## config.mk

```make
export PLATFORM = sky130hd
export DESIGN_NAME = tds_div
export DESIGN_NICKNAME = d
export VERILOG_FILES = /design/src/rtl/core/tds_pkg.sv /design/src/rtl/core/tds_div.sv
export SDC_FILE = /design/constraint.sdc
export NUM_CORES = 1
export LEC_CHECK = 0
export BUFFER_PORTS_ARGS = -buffer_cell sky130_fd_sc_hd__buf_2
export CAP_MARGIN = 20
export CELL_PAD_IN_SITES_DETAIL_PLACEMENT = 0
export CELL_PAD_IN_SITES_GLOBAL_PLACEMENT = 1
export CORE_ASPECT_RATIO = 0.9
export CORE_MARGIN = 2
export CORE_UTILIZATION = 40
export DETAILED_ROUTE_END_ITERATION = 7
export PLACE_DENSITY_LB_ADDON = 0.1
export SYNTH_ARGS = -nofsm -noshare
export SYNTH_HDL_FRONTEND = slang
export SYNTH_SLANG_ARGS = --single-unit
```

## constraint.sdc

```tcl
create_clock -name clk -period 13.5 [get_ports clk]
set_input_delay 2.025 -clock clk [delete_from_list [all_inputs] [get_ports clk]]
set_output_delay 2.025 -clock clk [all_outputs]
set_load 0.02 [all_outputs]
```

## src/rtl/core/tds_pkg.sv

```systemverilog
// Package for the tridiagonal system solver: payload types, queue entry,
// sequencer states and Q16.16 helper functions. No dependencies.
`default_nettype none
package tds_pkg;

  localparam int MAX_N_DEF = 64;
  localparam int ROW_W     = 6;
  localparam int DIV_STEPS = 48;

  typedef struct packed {
    logic signed [31:0] lower_coef;
    logic signed [31:0] diag_coef;
    logic signed [31:0] upper_coef;
    logic signed [31:0] rhs_value;
    logic               last_row;
  } in_item_t;

  typedef struct packed {
    logic signed [31:0] solution;
    logic [5:0]         row_index;
    logic               pivot_error;
    logic               is_last;
  } out_item_t;

  // Classified row as it leaves the front part
  typedef struct packed {
    in_item_t         row;
    logic [ROW_W-1:0] idx;
    logic             last;
  } row_item_t;

  typedef struct packed {
    logic      valid;
    row_item_t item;
  } fq_status_t;

  typedef struct packed {
    logic               start;
    logic signed [31:0] num;
    logic signed [31:0] den;
  } div_req_t;

  typedef struct packed {
    logic               busy;
    logic               done;
    logic signed [31:0] quot;
  } div_rsp_t;

  typedef enum logic [3:0] {
    S_IDLE, S_FDIV, S_FMU, S_FSU, S_FSR, S_WRITE,
    S_BRD, S_BMUL, S_BNUM, S_BSTART, S_BDIV, S_BOUT
  } back_state_t;

  // Saturate a 48-bit signed value to 32 bits
  function automatic logic signed [31:0] sat48(input logic signed [47:0] v);
    logic signed [31:0] res;
    if (v > 48'sh0000_7FFF_FFFF) res = 32'sh7FFF_FFFF;
    else if (v < -48'sh0000_8000_0000) res = -32'sh8000_0000;
    else res = v[31:0];
    return res;
  endfunction

  // Finish a Q16.16 product: divide by 65536 toward zero, then saturate
  function automatic logic signed [31:0] qmul_fin(input logic signed [63:0] p);
    logic signed [63:0] adj;
    logic signed [63:0] sh;
    adj = p + (p[63] ? 64'sd65535 : 64'sd0);
    sh  = adj >>> 16;
    return sat48(sh[47:0]);
  endfunction

  // Saturating difference a - b
  function automatic logic signed [31:0] sat_sub(input logic signed [31:0] a,
                                                 input logic signed [31:0] b);
    logic signed [32:0] d;
    logic signed [47:0] e;
    d = 33'(a) - 33'(b);
    e = 48'(d);
    return sat48(e);
  endfunction

endpackage
`default_nettype wire

```

## src/rtl/core/tds_div.sv

```systemverilog
// Iterative Q16.16 divider: (a*65536)/b toward zero, saturated, one bit a cycle.
// Depends on tds_pkg.
`default_nettype none
module tds_div (
  input  wire logic              clk,
  input  wire logic              rst_n,
  input  wire tds_pkg::div_req_t req,
  output tds_pkg::div_rsp_t      rsp
);

  localparam int DW = tds_pkg::DIV_STEPS;

  logic          busy_r, done_r, neg_r;
  logic [5:0]    cnt_r;
  logic [DW-1:0] dvd_r, dvd_nxt;
  logic [31:0]   rem_r, dm_r, am, bm;
  logic [32:0]   rem_sh, rem_sub;
  logic          ge;
  logic signed [31:0] quot_r, quot_nxt;

  assign am = req.num[31] ? 32'(-req.num) : 32'(req.num);
  assign bm = req.den[31] ? 32'(-req.den) : 32'(req.den);

  // One restoring step
  assign rem_sh  = {rem_r, dvd_r[DW-1]};
  assign ge      = rem_sh >= {1'b0, dm_r};
  assign rem_sub = rem_sh - {1'b0, dm_r};
  assign dvd_nxt = {dvd_r[DW-2:0], ge};

  // Apply sign and saturate
  always_comb begin
    if (neg_r) begin
      if (dvd_nxt > DW'(64'h8000_0000)) quot_nxt = -32'sh8000_0000;
      else quot_nxt = 32'(-dvd_nxt);
    end else begin
      if (dvd_nxt > DW'(64'h7FFF_FFFF)) quot_nxt = 32'sh7FFF_FFFF;
      else quot_nxt = dvd_nxt[31:0];
    end
  end

  always_ff @(posedge clk) begin
    if (!rst_n) begin
      busy_r <= 1'b0;
      done_r <= 1'b0;
    end else begin
      done_r <= 1'b0;
      if (req.start && !busy_r) busy_r <= 1'b1;
      else if (busy_r && cnt_r == 6'd0) begin
        busy_r <= 1'b0;
        done_r <= 1'b1;
      end
    end
  end

  always_ff @(posedge clk) begin
    if (req.start && !busy_r) begin
      neg_r <= req.num[31] ^ req.den[31];
      dvd_r <= {am, 16'h0};
      rem_r <= '0;
      dm_r  <= bm;
      cnt_r <= 6'(DW - 1);
    end else if (busy_r) begin
      rem_r <= ge ? rem_sub[31:0] : rem_sh[31:0];
      dvd_r <= dvd_nxt;
      cnt_r <= cnt_r - 6'd1;
      if (cnt_r == 6'd0) quot_r <= quot_nxt;
    end
  end

  assign rsp.busy = busy_r;
  assign rsp.done = done_r;
  assign rsp.quot = quot_r;

endmodule
`default_nettype wire

```

==> metrics.md <==
| Metric | Value |
|---|---|
| Run status | completed |
| Power density cells | 163 nW/µm² |
| CTS H-Tree Depth | 4 |
| Number of enable-type register cells in the synthesized netlist | 97 |
| Post-CTS Resized | 0 |
| Top library cells by usage in the layout, fill and taps aside | sky130_fd_sc_hd__nand2_1, sky130_fd_sc_hd__o21ai_0, sky130_fd_sc_hd__buf_2 |
| Number of design-rule violations left by the first detailed-router iteration | 521 |
| Clock-pin slew of the registers on the worst-case setup and hold paths | 0.07 ns |
| Die Area | 25100 µm² |
| Net switching share of the total power | 36.7% |
| Via count of the first global-routing pass | 7514 |
| Library cell used as clock root buffer | sky130_fd_sc_hd__clkbuf_16 |
| Most Used Layer, Global Route | met2 |
| Pre-Repair DR Iteration Count | 6 |
| Number of nets in the synthesized netlist | 1146 |
| Initial core utilization | 40.8% |
| Most common cell after layout, fill and taps aside | sky130_fd_sc_hd__nand2_1 |
| Quantity of I/O buffers inserted on ports | 100 |
| Power share of the sequential group | 34.8% |
| Sum of routed wire length over all layers | 23500 µm |
| Share of the clock period used by the worst path | 34.3% |
| Total inserted antenna cells | 0 |
| Total congestion overflow | 0 |
| Post-CTS Hold Buffers | 0 |
| Via/cell ratio | 5.50 |
| Actual slew at the worst max-slew pin | 0.978 ns |
| Count of warnings emitted by yosys | 0 |
| Placed wire-length estimate | 16700 µm |
| Static Leakage | 4.32 nW |
| Setup clock skew after layout | 0.00993 ns |
| Insertion delay to the later sink of the worst-skew pair | 0.42 ns |
| Worst Path Max Fanout | 19 |
| Combined global-route utilization of all metal layers | 19.3% |
| Summed negative setup slack over all endpoints | 0 ns |
| Global routing met2 resource utilization | 30.4% |
| Count of endpoints failing hold in the final timing report | 0 |
| Post-synth ARST share | 0% |
| Die height | 151 µm |
| Required time of the critical path | 13.71 ns |
| Flip-flop cell with the highest count after synthesis | sky130_fd_sc_hd__edfxtp_1 |
| Total number of clock tree sinks | 153 |
| Min-delay worst type | flop to flop |
| Largest net degree at the start of global routing | 79 |
| CTS tree | yes |
| Critical Path AT | 4.83 ns |
| Number of clock buffers inserted by TritonCTS | 17 |
| Via count | 7849 |
| Pins Over Slew Limit | 0 |
| Global routing met1 resource utilization | 27.8% |
| Number of register bits inferred by synthesis | 153 |
| Cell count after synthesis | 1041 |
| Antenna violations before repair | 0 |
| Critical path endpoint category | flop |
| Smallest hold slack | 0.508 ns |
| Maximum clock frequency | 216 MHz |
| Part of the total power dissipated in combinational logic | 36.8% |
| Final weighted congestion in routability-driven placement | 0.809 |
| Routed wire per std cell | 16.5 µm |
| Share of final-layout standard cells stronger than drive strength 1 | 15.3% |
| Growth of design area from synthesis to finish | 14.6% |
| Startpoint kind of the worst setup timing path | flop |
| Cell internal power dissipation | 1.13 mW |
| Final setup violation count | 0 |
| Clk network pwr share | 28.3% |
| DRC violation count after routing | 0 |
| Num rows | 53 |
| RSZ-0062 raised after global routing | no |
| Largest buffer count on any clock path | 2 |
| Netlist cell types | 76 |
| IR drop worst, VDD | 0.0000782 V |
| Per-instance average area after synthesis | 9.18 µm² |
| NetSw | 0.654 mW |
| Number of max-cap violations | 0 |
| Post-CTS setup buffer count | 0 |
| Mapped cell area | 9550 µm² |
| GRT met3 Usage | 2.92% |
| First-pass GRT wire length | 39300 µm |
| Num ports | 101 |
| Period minus WS final | 4.62 ns |
| Worst rel slew slack | 34.6% |
| Post-synthesis sequential area ratio | 42.2% |
| Total design power | 1.78 mW |
| Core area | 23400 µm² |
| Critical path type | flop to flop |
| Die W | 167 µm |
| Antenna viol nets, final | 0 |
| Final #Nets | 1216 |
[cells in the mapped netlist, types with 6 or more instances]
cell type / count / area (µm²)
sky130_fd_sc_hd__a21oi_1: 42 / 210
sky130_fd_sc_hd__a211oi_1: 8 / 60.1
sky130_fd_sc_hd__o31ai_1: 18 / 135
sky130_fd_sc_hd__nand3_1: 13 / 65.1
sky130_fd_sc_hd__edfxtp_1: 97 / 2910
sky130_fd_sc_hd__xor2_1: 40 / 350
sky130_fd_sc_hd__and3_1: 7 / 43.8
sky130_fd_sc_hd__or2_2: 6 / 37.5
sky130_fd_sc_hd__a31oi_1: 12 / 75.1
sky130_fd_sc_hd__or3_1: 9 / 56.3
sky130_fd_sc_hd__dfxtp_1: 56 / 1120
sky130_fd_sc_hd__a22o_1: 17 / 149
sky130_fd_sc_hd__a21o_1: 19 / 143
sky130_fd_sc_hd__a32oi_1: 8 / 70.1
sky130_fd_sc_hd__ha_1: 37 / 463
sky130_fd_sc_hd__nor2_1: 40 / 150
sky130_fd_sc_hd__o311ai_0: 9 / 78.8
sky130_fd_sc_hd__o21ai_1: 7 / 35.0
sky130_fd_sc_hd__nand2b_1: 11 / 68.8
sky130_fd_sc_hd__o21ai_0: 108 / 541
sky130_fd_sc_hd__o22ai_1: 6 / 37.5
sky130_fd_sc_hd__nor3_1: 26 / 130
sky130_fd_sc_hd__nor4_1: 13 / 81.3
sky130_fd_sc_hd__inv_1: 55 / 206
sky130_fd_sc_hd__o41ai_1: 15 / 131
sky130_fd_sc_hd__nand4_1: 11 / 68.8
sky130_fd_sc_hd__clkbuf_1: 48 / 180
sky130_fd_sc_hd__nand2_1: 136 / 510
sky130_fd_sc_hd__xnor2_1: 50 / 438
sky130_fd_sc_hd__o211ai_1: 12 / 90.1
sky130_fd_sc_hd__or4_1: 7 / 52.6
[layer usage]
metal	share of wire [%]	vias up
li1	-	4003
met1	51	3651
met2	44	167
met3	3.6	28
met4	1.5	0
met5	0	-
[critical path, stage by stage (launching register included)]
cell                        delay, ns
sky130_fd_sc_hd__edfxtp_1        0.32
sky130_fd_sc_hd__inv_1           0.04
sky130_fd_sc_hd__ha_1            0.35
sky130_fd_sc_hd__a2111oi_0       0.48
sky130_fd_sc_hd__o21a_1          0.21
sky130_fd_sc_hd__a2111oi_0       0.12
sky130_fd_sc_hd__o21ai_0         0.19
sky130_fd_sc_hd__nand4_1         0.20
sky130_fd_sc_hd__o32ai_4         0.19
sky130_fd_sc_hd__ha_1            0.24
sky130_fd_sc_hd__nand2b_1        0.11
sky130_fd_sc_hd__nor3_2          0.30
sky130_fd_sc_hd__nand3_1         0.20
sky130_fd_sc_hd__nor3_2          0.23
sky130_fd_sc_hd__a21o_1          0.42
sky130_fd_sc_hd__nand2_2         0.34
sky130_fd_sc_hd__o311ai_0        0.46
[registers in the layout, summed over array words and instances (netlist names)]
name    count
busy_r      1
cnt_r       6
dm_r       32
done_r      1
dvd_r      48
neg_r       1
quot_r     32
rem_r      32
[power groups by stage]
| stage | sequential, mW | clock [mW] | combinational, mW |
|---|---|---|---|
| finish | 0.621 | 0.506 | 0.657 |
| global route | 0.629 | 0.538 | 0.743 |
| CTS | 0.621 | 0.516 | 0.657 |
| detailed placement | 0.630 | 0 | 0.653 |
| global placement | 0.631 | 0 | 0.659 |
| floorplan | 0.612 | 0 | 0.510 |
[final timing paths]
kind | from | end | slack (ns) | depth (start not counted)
min reg2reg | rem_r[27] | rem_r[27] | 0.51 | 2
min | rem_r[27] | rem_r[27] | 0.51 | 2
max | dm_r[14] | quot_r[6] | 8.88 | 16
max reg2reg | dm_r[14] | quot_r[6] | 8.88 | 16
[logic make-up after synthesis]
group | count (synthesis) | synth area share (%)
multiplexers | 1 | 0.105
adder cells (fa/ha/maj) | 38 | 5.06
flip-flops | 153 | 42.2
AND/OR/NAND/NOR | 320 | 16.9
buffers and inverters | 114 | 4.65
AO/OA/AOI/OAI | 325 | 22.8
XOR/XNOR | 90 | 8.25
[stage by stage]
stage	instances	area, µm²	utilization [%]	setup WS, ns
floorplan	1041	9550	-	9.01
global placement	1393	10300	43.9	8.76
detailed placement	1393	10300	43.9	8.73
CTS	1425	10900	46.6	8.83
global route	1426	10900	46.8	8.31
finish	1426	10900	46.8	8.88
[area by class of cell]
cell class              count  area, µm²
fillers                  2256      12500
multi-input cells         774       5100
flip-flops and latches    153       4040
repair buffers            108        581
clock buffers              24        578
well taps                 302        378
inverters                  57        214
clock inverters             8       62.6
Note: power is estimated with default switching activity, not from simulation.
