===== src/rtl/core/tds_pkg.sv =====
// Package for the tridiagonal system solver: payload types, queue entry,
// sequencer states and Q16.16 helper functions. No dependencies.
`default_nettype none
package tds_pkg;

  localparam int MAX_N_DEF = 64;
  localparam int ROW_W     = 6;
  localparam int DIV_STEPS = 48;

  typedef struct packed {
    logic signed [31:0] lower_coef;
    logic signed [31:0] diag_coef;
    logic signed [31:0] upper_coef;
    logic signed [31:0] rhs_value;
    logic               last_row;
  } in_item_t;

  typedef struct packed {
    logic signed [31:0] solution;
    logic [5:0]         row_index;
    logic               pivot_error;
    logic               is_last;
  } out_item_t;

  // Classified row as it leaves the front part
  typedef struct packed {
    in_item_t         row;
    logic [ROW_W-1:0] idx;
    logic             last;
  } row_item_t;

  typedef struct packed {
    logic      valid;
    row_item_t item;
  } fq_status_t;

  typedef struct packed {
    logic               start;
    logic signed [31:0] num;
    logic signed [31:0] den;
  } div_req_t;

  typedef struct packed {
    logic               busy;
    logic               done;
    logic signed [31:0] quot;
  } div_rsp_t;

  typedef enum logic [3:0] {
    S_IDLE, S_FDIV, S_FMU, S_FSU, S_FSR, S_WRITE,
    S_BRD, S_BMUL, S_BNUM, S_BSTART, S_BDIV, S_BOUT
  } back_state_t;

  // Saturate a 48-bit signed value to 32 bits
  function automatic logic signed [31:0] sat48(input logic signed [47:0] v);
    logic signed [31:0] res;
    if (v > 48'sh0000_7FFF_FFFF) res = 32'sh7FFF_FFFF;
    else if (v < -48'sh0000_8000_0000) res = -32'sh8000_0000;
    else res = v[31:0];
    return res;
  endfunction

  // Finish a Q16.16 product: divide by 65536 toward zero, then saturate
  function automatic logic signed [31:0] qmul_fin(input logic signed [63:0] p);
    logic signed [63:0] adj;
    logic signed [63:0] sh;
    adj = p + (p[63] ? 64'sd65535 : 64'sd0);
    sh  = adj >>> 16;
    return sat48(sh[47:0]);
  endfunction

  // Saturating difference a - b
  function automatic logic signed [31:0] sat_sub(input logic signed [31:0] a,
                                                 input logic signed [31:0] b);
    logic signed [32:0] d;
    logic signed [47:0] e;
    d = 33'(a) - 33'(b);
    e = 48'(d);
    return sat48(e);
  endfunction

endpackage
`default_nettype wire


===== src/rtl/core/tds_front.sv =====
// Front part: accepts rows, assigns row index and last mark, queues them.
// Depends on tds_pkg.
`default_nettype none
module tds_front #(
  parameter int MAX_N = tds_pkg::MAX_N_DEF
) (
  input  wire logic              clk,
  input  wire logic              rst_n,
  input  wire tds_pkg::in_item_t in_data,
  input  wire logic              push,
  output logic                   full,
  input  wire logic              fq_pop,
  output tds_pkg::fq_status_t    fq_status
);

  localparam int IW = (MAX_N > 1) ? $clog2(MAX_N) : 1;

  logic [IW-1:0]       row_cnt_r, row_cnt_nxt;
  tds_pkg::row_item_t  q_r [2];
  logic                wp_r, rp_r;
  logic [1:0]          cnt_r, cnt_nxt;
  logic                acc, last;

  assign full = (cnt_r == 2'd2);
  assign acc  = push && !full;
  assign last = in_data.last_row || (row_cnt_r == IW'(MAX_N - 1));

  // Advance row index, wrap after the last row of a system
  always_comb begin
    row_cnt_nxt = row_cnt_r;
    if (acc) row_cnt_nxt = last ? '0 : row_cnt_r + 1'b1;
  end

  always_comb begin
    cnt_nxt = cnt_r;
    if (acc && !(fq_pop && cnt_r != 2'd0)) cnt_nxt = cnt_r + 2'd1;
    else if (!acc && fq_pop && cnt_r != 2'd0) cnt_nxt = cnt_r - 2'd1;
  end

  always_ff @(posedge clk) begin
    if (!rst_n) begin
      row_cnt_r <= '0;
      wp_r      <= 1'b0;
      rp_r      <= 1'b0;
      cnt_r     <= 2'd0;
    end else begin
      row_cnt_r <= row_cnt_nxt;
      cnt_r     <= cnt_nxt;
      if (acc) wp_r <= !wp_r;
      if (fq_pop && cnt_r != 2'd0) rp_r <= !rp_r;
    end
  end

  // Store the classified row
  always_ff @(posedge clk) begin
    if (acc) begin
      q_r[wp_r].row  <= in_data;
      q_r[wp_r].idx  <= tds_pkg::ROW_W'(row_cnt_r);
      q_r[wp_r].last <= last;
    end
  end

  assign fq_status.valid = (cnt_r != 2'd0);
  assign fq_status.item  = q_r[rp_r];

endmodule
`default_nettype wire


===== config.mk =====
export PLATFORM = sky130hd
export DESIGN_NAME = tds_front
export DESIGN_NICKNAME = d
export VERILOG_FILES = /design/src/rtl/core/tds_pkg.sv /design/src/rtl/core/tds_front.sv
export SDC_FILE = /design/constraint.sdc
export NUM_CORES = 1
export LEC_CHECK = 0
export ABC_AREA = 1
export BUFFER_PORTS_ARGS = -buffer_cell sky130_fd_sc_hd__buf_2
export CAP_MARGIN = 20
export CORE_ASPECT_RATIO = 2
export CORE_MARGIN = 2
export CORE_UTILIZATION = 55
export CTS_CLUSTER_DIAMETER = 150
export CTS_CLUSTER_SIZE = 30
export DETAILED_ROUTE_END_ITERATION = 10
export GPL_TIMING_DRIVEN = 0
export PLACE_DENSITY = 0.8
export SLEW_MARGIN = 20
export SYNTH_ARGS = -nofsm -noshare
export SYNTH_HDL_FRONTEND = slang
export SYNTH_SLANG_ARGS = --single-unit
export TNS_END_PERCENT = 30

===== constraint.sdc =====
create_clock -name clk -period 22.6 [get_ports clk]
set_clock_uncertainty 0.2 [all_clocks]
set_input_delay 4.52 -clock clk [delete_from_list [all_inputs] [get_ports clk]]
set_output_delay 4.52 -clock clk [all_outputs]
set_load 0.05 [all_outputs]

==> results of run 1 <==
## where the power goes
| group | leakage [nW] | total [mW] | switching (mW) | internal [mW] |
|---|---|---|---|---|
| clock | 0.174 | 0.254 | 0.146 | 0.109 |
| sequential | 2.63 | 0.670 | 0.0167 | 0.653 |
| combinational | 2.07 | 0.523 | 0.369 | 0.155 |
| total | 4.87 | 1.45 | 0.531 | 0.917 |
## stage by stage
stage	hold WS (ns)	cells	power, mW
final	0.266	1060	1.45
after global routing	0.296	1060	1.50
after CTS	0.265	1057	1.46
after detailed placement	0.250	1040	1.21
after global placement	0.236	1030	1.20
after floorplan	0.225	505	1.09
## cell families after synthesis
family                   count (synthesis)  share of synthesized area [%]
AO/OA/AOI/OAI                           14                          0.854
XOR/XNOR                                 2                          0.166
adder cells (fa/ha/maj)                  1                          0.119
buffers and inverters                   27                           1.53
flip-flops                             283                           79.5
multiplexers                           136                           15.9
AND/OR/NAND/NOR                         42                           1.86
## flip-flops by register name, summed over array words and instances (netlist names), named ones only
name,count
q_r,272
row_cnt_r,6
rp_r,1
cnt_r,2
wp_r,1
## metal layers
layer / track usage, % / vias up / part of all wire [%]
met5: 0 / - / 0
met4: 8.25 / 0 / 4.5
met3: 3.73 / 54 / 6.0
met2: 37.7 / 219 / 57
met1: 19.1 / 2694 / 32
li1: - / 2540 / -
## worst max-delay path: stages (launching register included)
cell and delay (ns):
dfxtp_1 0.33, buf_6 0.15, buf_6 0.18, buf_6 0.20, mux2_4 0.31, buf_2 0.21
## final cells by class
| type | instances | area, um2 |
|---|---|---|
| multi-input cells | 195 | 2010 |
| clock buffers | 16 | 337 |
| fillers | 1316 | 6010 |
| well taps | 255 | 319 |
| diodes | 3 | 7.51 |
| repair buffers | 280 | 1580 |
| inverters | 11 | 41.3 |
| flip-flops and latches | 283 | 8390 |
| clock inverters | 1 | 20.0 |
| plain buffers | 16 | 120 |
## final timing paths
| check | startpoint | to | slack, ns |
|---|---|---|---|
| max reg2reg | cnt_r[0]$_SDFFE_PN0P_ | q_r[1][13]$_DFFE_PP_ | 19.91 |
| min | rp_r$_SDFFE_PN0P_ | rp_r$_SDFFE_PN0P_ | 0.27 |
| min reg2reg | rp_r$_SDFFE_PN0P_ | rp_r$_SDFFE_PN0P_ | 0.27 |
| max | flop | fq_status[111] | 16.01 |
## cells in the final DEF (no fill, tap or decap)
master	count
a21oi_1	4
a21oi_2	2
a21oi_4	1
buf_12	6
buf_16	4
buf_2	279
buf_4	1
buf_6	6
clkbuf_1	3
clkbuf_16	13
dfxtp_1	11
diode_2	3
edfxtp_1	272
ha_1	1
inv_1	9
inv_16	1
inv_2	2
mux2_2	96
mux2_4	40
nand2_1	16
nand2_2	1
nand2_4	2
nand3_1	5
nor2_1	12
nor2_2	1
nor2_4	3
o21ai_0	6
o22ai_1	1
or2_0	1
or2_1	1
xnor2_1	1
xor2_1	1
==> flow_metrics.env, run 1 <==
export IMPL_status="finished, final reports clean"
export IMPL_tns_ns=0
export IMPL_clock_path_buffers=3
export IMPL_drt_wl_total_um=20800
export IMPL_postCtsHoldBufs=0
export IMPL_p_leak_nw=4.87
export IMPL_antenna_found_initial=3
export IMPL_die_w_um=102
export IMPL_num_vias=5507
export IMPL_cap_violations=0
export IMPL_hpwl_um=15400
export IMPL_synth_common_cells="272 x edfxtp_1, 96 x mux2_2, 40 x mux2_4"
export IMPL_placed_area_um2=12500
export IMPL_synthArstFlopShare_pct=0
export IMPL_root_buffer="clkbuf_16"
export IMPL_timing_fmax_mhz=152
export IMPL_ys_types=26
export IMPL_hold_path_class="reg -> reg"
export IMPL_syn2layout_area_growth_pct=21.6
export IMPL_synth_top_cell_area_share_pct=77.4
export IMPL_clk_pin_slew_ns=0.10
export IMPL_detail_route_antenna_nets=0
export IMPL_first_pass_iters=4
export IMPL_yosys_top_cells_area="edfxtp_1 77%, mux2_2 10%, mux2_4 5.7%"
export IMPL_yosys_warnings=0
export IMPL_worst_slack_ns=16.01
export IMPL_critical_path_required_ns=17.88
export IMPL_grt_usage_pct=19.3
export IMPL_utilization_pct=68.1
export IMPL_pin_count=271
export IMPL_gr_total_overflow=0
export IMPL_slew_viol_final=0
export IMPL_avgSynthCellArea_um2=20.9
export IMPL_critPathKind="reg -> out"
export IMPL_io_buffer_count=270
export IMPL_die_h_um=200
export IMPL_place_ws_ns=15.82
export IMPL_route_detailed_drc=0
export IMPL_ys_seq_area_share_pct=79.5
export IMPL_gp_congestion=0.823
export IMPL_crit_path_start_kind="flop"
export IMPL_clock_latency_ns=0.47
export IMPL_grt_setup_unrepaired="no"
export IMPL_core_um2=18800
export IMPL_syn_cell_area_um2=10500
export IMPL_ir_worst_vdd_uv=92.8
export IMPL_cp_data_arrival_time_ns=1.87
export IMPL_holdPathStages=1
export IMPL_critPathMaxFanout=10
export IMPL_finalSetupViolCount=0
export IMPL_synth_seq_cells=283
export IMPL_reg2reg_depth=8
export IMPL_relSlewSlack_pct=52.0
export IMPL_max_slew_worst_pin_slew_ns=0.718
export IMPL_end_kind="output port"
export IMPL_fin_crit_ns=6.59
export IMPL_synthCells=505
export IMPL_grt_max_degree=32
export IMPL_grt_pass1_wl_um=29600
export IMPL_drt_initial_drc_count=205
export IMPL_synth_edff_count=272
export IMPL_cellPowerDensity_nw_per_um2=113
export IMPL_grt_pass1_vias=5782
export IMPL_yosys_cell_count_top_type="edfxtp_1"
export IMPL_avgViaCountPerCell=5.20
export IMPL_post_route_period_util_pct=29.2
export IMPL_post_cts_resize_count=0
export IMPL_dieArea_um2=20400
export IMPL_cts_tree="done"
export IMPL_synth_nets=639
export IMPL_synth_flop_cell="edfxtp_1"
export IMPL_synth_largest_area_cell="edfxtp_1"
export IMPL_drive_gt1_share_pct=57.1
export IMPL_layout_nets=934
export IMPL_finish_instance_area_um2=12800
export IMPL_cts_num_sinks=283
export IMPL_h_tree_depth=1
export IMPL_routedWlPerCell_um=19.6
export IMPL_start_util_pct=56.0
export IMPL_cts_made_buffers=13
export IMPL_cts_setup_buffers=0
export IMPL_hold_viol=0
export IMPL_rows=71
Note: power is estimated with default switching activity, not from simulation.
==> run 2: changes to the inputs <==
--- a/config.mk
+++ b/config.mk
@@ -10,12 +10,12 @@
 export CAP_MARGIN = 20
 export CORE_ASPECT_RATIO = 2
 export CORE_MARGIN = 2
-export CORE_UTILIZATION = 55
+export CORE_UTILIZATION = 53
 export CTS_CLUSTER_DIAMETER = 150
 export CTS_CLUSTER_SIZE = 30
 export DETAILED_ROUTE_END_ITERATION = 10
 export GPL_TIMING_DRIVEN = 0
-export PLACE_DENSITY = 0.8
+export PLACE_DENSITY = 0.78
 export SLEW_MARGIN = 20
 export SYNTH_ARGS = -nofsm -noshare
 export SYNTH_HDL_FRONTEND = slang
==> constraint.sdc (replaced) <==
create_clock -name clk -period 6.4 [get_ports clk]
set_clock_uncertainty 0.2 [all_clocks]
set_input_delay 1.28 -clock clk [delete_from_list [all_inputs] [get_ports clk]]
set_output_delay 1.28 -clock clk [all_outputs]
set_load 0.05 [all_outputs]
==> flow_metrics.env, run 2 (synthesis results as in run 1) <==
export IMPL_status="finished, final reports clean"
export IMPL_gr_total_overflow=0
export IMPL_grt_max_degree=32
export IMPL_drive_gt1_share_pct=56.8
export IMPL_fillerInstances=1445
export IMPL_syn2layout_area_growth_pct=21.9
export IMPL_cts_setup_buffers=0
export IMPL_routedWlPerCell_um=19.2
export IMPL_p_sw_mw=1.88
export IMPL_antenna_found_initial=7
export IMPL_die_h_um=204
export IMPL_relSlewSlack_pct=58.3
export IMPL_end_kind="output port"
export IMPL_holdPathStages=1
export IMPL_start_util_pct=53.5
export IMPL_clockPowerShare_pct=17.8
export IMPL_power_frac_seq_pct=46.2
export IMPL_crit_buf_inv=4
export IMPL_placed_area_um2=12500
export IMPL_clock_path_buffers=3
export IMPL_slowest_delay_ns=0.34
export IMPL_finalSetupViolCount=0
export IMPL_layout_commonest_cell="buf_2"
export IMPL_max_slew_worst_pin_slew_ns=0.624
export IMPL_pin_count=271
export IMPL_path_depth=5
export IMPL_biggestRegsByFlops="q_r: 272 flops, row_cnt_r: 6 flops, cnt_r: 2 flops"
export IMPL_hold_viol=0
export IMPL_post_cts_resize_count=0
export IMPL_first_pass_iters=4
export IMPL_io_buffer_count=270
export IMPL_cts_made_buffers=13
export IMPL_timing_fmax_mhz=298
export IMPL_drt_wl_total_um=20700
export IMPL_gp_congestion=0.807
export IMPL_num_vias=5506
export IMPL_cts_tree="done"
export IMPL_cellPowerDensity_nw_per_um2=398
export IMPL_p_leak_nw=4.88
export IMPL_p_comb_share_pct=36.0
export IMPL_worst_r2r_endpoint="q_r[0][16]$_DFFE_PP_"
export IMPL_internal_power_mw=3.24
export IMPL_postCtsHoldBufs=0
export IMPL_clock_latency_ns=0.47
export IMPL_detail_route_antenna_nets=0
export IMPL_place_inst=1047
export IMPL_r2r_start="cnt_r[0]$_SDFFE_PN0P_"
export IMPL_ir_worst_vdd_uv=372
export IMPL_avgViaCountPerCell=5.12
export IMPL_grt_pass1_wl_um=30800
export IMPL_drt_initial_drc_count=257
export IMPL_rows=73
export IMPL_root_buffer="clkbuf_16"
export IMPL_core_um2=19700
export IMPL_critPathMaxFanout=10
export IMPL_critPathKind="reg -> out"
export IMPL_route_detailed_drc=0
export IMPL_crit_path_start_kind="flop"
export IMPL_cp_slowest_cell="dfxtp_1"
export IMPL_regMostFlops="q_r"
export IMPL_crit_top_cell="buf_6"
export IMPL_reg2reg_setup_slack_ns=4.16
export IMPL_cp_data_arrival_time_ns=1.88
export IMPL_switching_share_pct=36.6
export IMPL_dieArea_um2=21100
export IMPL_critical_path_required_ns=4.92
export IMPL_worstPathCellList="buf_6, buf_6, buf_6, mux2_4, buf_2"
export IMPL_post_route_period_util_pct=52.5
export IMPL_fin_crit_ns=3.36
export IMPL_holdCritStartpoint="rp_r$_SDFFE_PN0P_"
export IMPL_cts_num_sinks=283
export IMPL_clk_pin_slew_ns=0.10
export IMPL_h_tree_depth=1
export IMPL_fin_cells=1075
export IMPL_cap_violations=0
export IMPL_hold_end="rp_r$_SDFFE_PN0P_"
export IMPL_largest_register_ff_count=272
export IMPL_hold_path_class="reg -> reg"
export IMPL_layout_common_cells="279 x buf_2, 272 x edfxtp_1, 96 x mux2_2"
export IMPL_grt_setup_unrepaired="no"
export IMPL_die_w_um=104
export IMPL_crit_family="buffers and inverters"
export IMPL_layout_nets=934
export IMPL_hpwl_um=15100
export IMPL_grt_pass1_vias=5893
export IMPL_grt_usage_pct=19.0
export IMPL_slew_viol_final=0
export IMPL_finish_instance_area_um2=12900
export IMPL_reg2reg_depth=6
==> run 2: cell type report <==
type	count	area [um2]	share of cell area (%)
diodes	7	17.5	0.136
repair buffers	280	1570	12.2
plain buffers	16	120	0.934
clock buffers	20	352	2.74
well taps	262	328	2.55
inverters	11	41.3	0.321
flip-flops and latches	283	8390	65.3
multi-input cells	195	2010	15.7
clock inverters	1	20.0	0.156
==> run 2: metal layers <==
metal,GRT usage [%],up-vias,part of all wire [%]
li1,-,2548,-
met1,19.6,2719,34
met2,36.5,192,57
met3,3.29,47,4.8
met4,9.75,0,4.1
met5,0,-,0
==> run 2: worst register-to-register path, stage by stage, from the launching register on <==
cell and delay (ns):
dfxtp_1 0.41, inv_2 0.11, nand2_4 0.09, nand2_4 0.11, nor2_4 0.51, buf_12 0.28
buf_12 0.23
==> run 2: power groups by stage <==
stage          Sequential, mW  Combinational, mW  Clock (mW)
2_1_floorplan            2.43               1.40           0
6_report                 2.37               1.84       0.911
3_3_place_gp             2.46               1.76           0
4_1_cts                  2.37               1.86       0.939
5_1_grt                  2.38               1.93       0.997
3_5_place_dp             2.41               1.86           0
==> run 2: worst max-delay path by stage <==
stage / start / slack, ns / end
floorplan: push / -1.46 / q_r[0][0]$_DFFE_PP_
global placement: push / -4.00 / q_r[0][44]$_DFFE_PP_
detailed placement: push / 3.32 / q_r[0][47]$_DFFE_PP_
CTS: flop / 2.98 / fq_status[116]
global route: flop / 2.94 / fq_status[126]
finish: flop / 3.04 / fq_status[116]
==> run 2: stage by stage <==
step           util (%)  power [mW]  hold slack [ns]  TNS [ns]  worst slack [ns]
2_1_floorplan         -        3.84            0.225   -198.15             -1.46
3_3_place_gp       62.0        4.22            0.240   -649.03             -4.00
3_5_place_dp       63.2        4.27            0.250         0              3.32
4_1_cts            65.1        5.17            0.266         0              2.98
5_1_grt            65.1        5.31            0.285         0              2.94
6_report           65.2        5.12            0.278         0              3.04
